### config.mk
export PLATFORM = sky130hd
export DESIGN_NAME = palt_decide
export DESIGN_NICKNAME = d
export VERILOG_FILES = /design/src/design/paxos_acceptor_log_table_macros.svh /design/src/design/palt_pkg.sv /design/src/design/palt_decide.sv
export SDC_FILE = /design/constraint.sdc
export NUM_CORES = 1
export LEC_CHECK = 0
export BUFFER_PORTS_ARGS = -buffer_cell sky130_fd_sc_hd__buf_2
export CORE_AREA = 2 2 277 279
export DETAILED_ROUTE_END_ITERATION = 8
export DIE_AREA = 0 0 279 281
export PLACE_DENSITY = 0.36
export RECOVER_POWER = 50
export SLEW_MARGIN = 5
export SYNTH_ARGS = -nofsm -noshare
export SYNTH_HDL_FRONTEND = slang
export SYNTH_SLANG_ARGS = --single-unit
export TNS_END_PERCENT = 5
### constraint.sdc
create_clock -name vclk -period 4
set_clock_uncertainty 0.15 [all_clocks]
set_input_delay 0.4 -clock vclk [all_inputs]
set_output_delay 0.4 -clock vclk [all_outputs]
set_load 0.02 [all_outputs]
### src/design/paxos_acceptor_log_table_macros.svh
// ----------------------------------------------------------------------------
// paxos acceptor log table - assertion macros
// Shared concurrent assertion forms used at the end of the top level.
// ----------------------------------------------------------------------------
`ifndef PAXOS_ACCEPTOR_LOG_TABLE_MACROS_SVH
`define PAXOS_ACCEPTOR_LOG_TABLE_MACROS_SVH

// same-cycle implication, disabled during reset
`define PALT_ASSERT_NOW(label, clk, rst_n, ante, cons) \
    label: assert property (@(posedge clk) disable iff (!(rst_n)) (ante) |-> (cons)) \
        else $error("palt: same-cycle check failed");

// next-cycle implication, disabled during reset
`define PALT_ASSERT_NEXT(label, clk, rst_n, ante, cons) \
    label: assert property (@(posedge clk) disable iff (!(rst_n)) (ante) |=> (cons)) \
        else $error("palt: next-cycle check failed");

`endif

### src/design/palt_pkg.sv
// ----------------------------------------------------------------------------
// palt_pkg
// Types, widths and codes shared by the paxos acceptor log table modules.
// ----------------------------------------------------------------------------
`default_nettype none

package palt_pkg;

    // field widths
    localparam int GROUP_W    = 32;
    localparam int IDX_W      = 10;
    localparam int NUM_W      = 63;
    localparam int CODE_W     = 2;
    // wide enough to hold any slot count up to 65536 for range checks
    localparam int WIDE_IDX_W = 17;

    // default table depth
    localparam int LOG_SLOTS_DEF = 1024;

    typedef enum logic {
        OP_PREPARE = 1'b0,
        OP_ACCEPT  = 1'b1
    } t_op;

    typedef enum logic [CODE_W-1:0] {
        CODE_OK     = 2'd0,
        CODE_LOW    = 2'd1,
        CODE_CHOSEN = 2'd2,
        CODE_GROUP  = 2'd3
    } t_code;

    typedef enum logic {
        ST_CLEAR = 1'b0,
        ST_RUN   = 1'b1
    } t_state;

    // one slot of the log table
    typedef struct packed {
        logic             used;
        logic [NUM_W-1:0] promised;
        logic [NUM_W-1:0] accepted;
        logic             held;
        logic [NUM_W-1:0] value;
    } t_slot;

    // request as held during the slot lookup
    typedef struct packed {
        t_op                op;
        logic [GROUP_W-1:0] group;
        logic               in_range;
        logic [NUM_W-1:0]   prop;
        logic [NUM_W-1:0]   value;
    } t_req;

    // result transaction
    typedef struct packed {
        t_code            code;
        logic [NUM_W-1:0] prop;
        logic             present;
        logic [NUM_W-1:0] value;
    } t_resp;

endpackage

`default_nettype wire

### src/design/palt_decide.sv
// ----------------------------------------------------------------------------
// palt_decide
// Acceptor decision for one request against the current slot contents:
// result code, returned fields and the updated slot.
// ----------------------------------------------------------------------------
`default_nettype none

module palt_decide (
    input  wire palt_pkg::t_req                     i_req,
    input  wire logic [palt_pkg::GROUP_W-1:0]       i_own_group,
    input  wire palt_pkg::t_slot                    i_slot,
    output logic                                    o_wr_en,
    output palt_pkg::t_slot                         o_wr_slot,
    output palt_pkg::t_resp                         o_resp
);

    logic [palt_pkg::NUM_W-1:0] held_val;

    // value handle is only returned when one is held
    assign held_val = i_slot.held ? i_slot.value : '0;

    always_comb begin
        o_wr_en   = 1'b0;
        o_wr_slot = i_slot;
        o_resp    = '{code: palt_pkg::CODE_OK, prop: '0, present: 1'b0, value: '0};

        if (i_req.group != i_own_group) begin
            o_resp.code = palt_pkg::CODE_GROUP;
        end else if (!i_req.in_range) begin
            o_resp.code = palt_pkg::CODE_LOW;
        end else if (i_req.op == palt_pkg::OP_PREPARE) begin
            if (!i_slot.used) begin
                // first touch: promise, nothing accepted
                o_wr_en   = 1'b1;
                o_wr_slot = '{used: 1'b1, promised: i_req.prop, accepted: '0,
                              held: 1'b0, value: '0};
            end else begin
                o_resp.prop    = i_slot.accepted;
                o_resp.present = i_slot.held;
                o_resp.value   = held_val;
                if (i_slot.promised < i_req.prop) begin
                    o_wr_en            = 1'b1;
                    o_wr_slot.promised = i_req.prop;
                end else begin
                    o_resp.code = palt_pkg::CODE_LOW;
                end
            end
        end else begin
            if (i_slot.used && (i_slot.promised > i_req.prop)) begin
                o_resp.code    = palt_pkg::CODE_LOW;
                o_resp.prop    = i_slot.accepted;
                o_resp.present = i_slot.held;
                o_resp.value   = held_val;
            end else if (i_slot.used && i_slot.held) begin
                o_resp.code    = palt_pkg::CODE_CHOSEN;
                o_resp.prop    = i_slot.accepted;
                o_resp.present = 1'b1;
                o_resp.value   = i_slot.value;
            end else begin
                // store the value under this proposal
                o_wr_en        = 1'b1;
                o_wr_slot      = '{used: 1'b1, promised: i_req.prop,
                                   accepted: i_req.prop, held: 1'b1,
                                   value: i_req.value};
                o_resp.prop    = i_req.prop;
                o_resp.present = 1'b1;
                o_resp.value   = i_req.value;
            end
        end
    end

endmodule

`default_nettype wire
Word level (Yosys, flattened, before mapping):

Cells that the tools add are included.

* input port bits: 383
* output and inout port bits: 321
* register bits after elaboration: 0

* reductions and logical operators: 2
* equal/unequal tests: 1
* mux-type cells: 26
* order comparisons: 2

Operator list (count)
* 191-bit two-way mux: 5
* 127-bit two-way mux: 4
* 129-bit two-way mux: 2
* 63-bit two-way mux: 3
* 128-bit two-way mux: 1
* 63-bit > comparator: 1
* 63-bit less-than comparator: 1
* 32-bit inequality test: 1
* 1-bit two-way mux: 8
* 2-bit two-way mux: 3
* 1-bit logical AND: 2

Logic depth before layout (Yosys ltp):

* depth after elaboration: 6
* depth in mapped cells: 13
* gate-level depth less buffers: 10

Least setup slack after synthesis:

No wires, ideal clock.

* path type: input to output
* from: in i_req[124] in the netlist's numbering
* to: out o_wr_slot[181] in the netlist's numbering
* setup slack: 575 ps
* buffers on the path: 1
* arrival time: 2875 ps
* cell stages on the path: 10
* cell sequence: inv_1 > ha_1 > nand4_1 > nor4_2 > nand3_1 > nand4b_1 > or2_2 > a21oi_4 > buf_2 > mux2_2

RTL lines
* start: declaration: RTL line palt_decide.sv:9 `input wire palt_pkg::t_req i_req,`
* end: declaration: RTL line palt_decide.sv:13 `output palt_pkg::t_slot o_wr_slot,`

==> run summary <==
worst path arrival time -> 3520 ps
Leakage -> 6.61 nW
Vias/cell -> 4.10
Final period util -> 102%
total power -> 1.04 mW
Post-Synthesis Cell Area -> 6150 um2
Switching Fraction -> 55.9%
critical path depth in cells -> 20
core area -> 75,400 um2
compound-cell area share of the yosys netlist -> 39.2%
count of cell types in the netlist -> 44
synthesized area per cell -> 6.78 um2
slowest stage delay, CP -> 350 ps
vias in the first global route -> 10.9k
CP max stage cell -> nor4_4
crit start category -> input pin
Row Count -> 101
pwr/cell area -> 80.0 nW/um2
crit-path cells -> buf_2 -> inv_1 -> ha_1 -> nand4_1 -> nor4_4 -> buf_4 -> nand3_4 -> buf_4 -> buf_6 -> a21oi_4 -> o211ai_2 -> buf_4 -> nand2_4 -> a21oi_4 -> buf_12 -> buf_12 -> buf_6 -> buf_16 -> mux2_4 -> buf_6
die height -> 281 um
CTS Hold Bufs -> 0
largest net degree at the start of global routing -> 73
port bufs -> 704
total grt overflow -> 0
Switch Pwr -> 582 uW
top cell type's share of synthesized area -> 18.1%
Synth top cells by count -> nand3_1 (132), a22o_1 (127), nand2_1 (85), o21ai_0 (75), inv_1 (66)
crit path from -> i_req[121]
Post-Synth Adder-Cell Area -> 12.8%
Fin. Hold Viols -> 0
Synth Instances -> 907
drt pass-1 iters -> 5
xor/xnor cell area share of the yosys netlist -> 4.56%
mux cell area share after synthesis -> 11.5%
syn_nets -> 1,353
Post-Route WL -> 52,100 um
placed insts -> 2,615
largest family of logic cells by synthesized area -> compound AO/OA/AOI/OAI gates
Setup-failing EPs final -> 26
Worst-Margin Slew -> 927 ps
Setup CP Type -> input pin to output pin
global placer's final weighted congestion -> 0.849
worst vdd ir -> 38.6 uV
Total GRT Usage -> 11.9%
num ports -> 704
max-slew violation count -> 0
dominant cell type by area after synthesis -> a22o_1
CP required -> 3450 ps
Combinational Power Share -> 100.0%
share of cells above drive strength 1 -> 57.0%
CP Capture Point -> o_wr_slot[145]
Post-Place Setup Slack -> -469 ps
number of sequential cells -> 0
die area -> 78,400 um2
Worst path top cell family by delay -> buffers and inverters
Final Worst Setup Slack -> -70.8 ps
DRC -> 0
failing checks -> negative setup slack
via count -> 10.9k
Cell Count, Final, Fillers Out -> 2,649
register area share after synthesis -> 0%
maxcap violations -> 0
Nets -> 2,118
post-synthesis simple-gate area fraction -> 21.3%
initial antenna violation count -> 3
YS warnings -> 0
RSZ-0062 raised after global routing -> true
P_int -> 458 uW
Routed WL per cell -> 19.7 um
Starting Density -> 8.15%
CP endpoint kind -> output pin
register area -> 0 um2
first-pass GRT wire length -> 70,500 um
Clock power frac -> 0%
Max-slew headroom -> 38.2%
layout clock buffer count -> 0
Seq pwr share -> 0%
Starting DRT DRC Count -> 594
Area Overhead vs Synth -> 111%
crit-path max FO -> 4
most common cell in the synthesized netlist -> nand3_1
DIE WIDTH -> 279 um
crit path time final -> 4070 ps
worst path bufs/invs -> 11
Detail Placement HPWL -> 41,800 um
status -> complete, but fails checks
Hold/Removal Path Class -> input pin to output pin
Synth area leaders -> a22o_1 (18%), ha_1 (13%), mux2_2 (11%)
Fmax -> 246 MHz
Final ANT Viol Nets -> 0
==> tightest hold or removal path: stages <==
cell and delay [ps]:
buf_6 80, mux2_4 140, buf_6 110
==> final cells by class <==
type	instances	area [um2]
fill	8636	62400
tap	978	1220
multi-input combinational	747	5820
inverter	67	256
timing repair buffer	856	5700
antenna	1	2.50
==> repair_timing <==
item / 4_1_cts / 5_1_grt
gates cloned: 8 / 3
setup buffers: 18 / 6
endpoints found under the setup margin: 319 / 304
gates resized for setup: 143 / 127
pin swaps: 13 / 21
endpoints found under the hold margin: 0 / 0
==> cells by family after synthesis <==
family | after synthesis
adder cells (fa/ha/maj) | 63
AO/OA/AOI/OAI | 319
XOR/XNOR | 32
buffers and inverters | 160
multiplexers | 63
AND/OR/NAND/NOR | 270
==> cells in the final DEF (no fill, tap or decap), types with 6 or more instances in the layout <==
cell / instances
o21ai_1: 15
buf_12: 20
a211oi_1: 6
nor4_1: 10
inv_1: 62
mux2_4: 20
nor2_1: 11
nand4_1: 13
buf_6: 76
ha_1: 56
nand2_1: 84
mux2_2: 39
buf_2: 598
ha_4: 7
buf_4: 140
a22o_1: 122
a21oi_1: 26
o2bb2ai_1: 62
o21ai_0: 60
nand3_1: 131
xor2_1: 32
buf_16: 9
==> power by group through the flow <==
stage	logic, mW	clock network [mW]	registers [mW]
floorplan	0.424	0	0
global placement	0.961	0	0
detailed placement	0.960	0	0
CTS	1.02	0	0
global route	1.12	0.0000000334	0
finish	1.04	0.0000000335	0
==> metal layers <==
layer | wire length (um) | track usage (%) | part of all wire [%] | vias up
li1 | - | - | - | 4972
met1 | 21200 | 14.4 | 41 | 5118
met2 | 25900 | 21.8 | 50 | 684
met3 | 2990 | 0.956 | 5.7 | 90
met4 | 2030 | 4.38 | 3.9 | 2
met5 | 20 | 0 | 0.038 | -
==> per-stage QoR <==
step                      cell area [um2]  util [%]  setup TNS, ps  hold WS [ps]
after floorplan                      6150         -              0           837
after global placement              11600      15.4         -97000           988
after detailed placement            11600      15.4         -95940           991
after CTS                           12600      16.7         -11550           993
after global routing                13000      17.2         -28160           989
final                               13000      17.2           -799           984
==> how the worst min path moves through the flow <==
| stage | from | to | cells past startpoint |
|---|---|---|---|
| floorplan | i_slot[63] | o_resp[63] | 2 |
| global placement | i_slot[48] | o_resp[48] | 4 |
| detailed placement | i_slot[65] | o_resp[65] | 3 |
| CTS | i_slot[18] | o_resp[18] | 4 |
| global route | i_slot[187] | o_wr_slot[187] | 3 |
| finish | i_slot[187] | o_wr_slot[187] | 3 |
(Power assumes the default switching activity.)
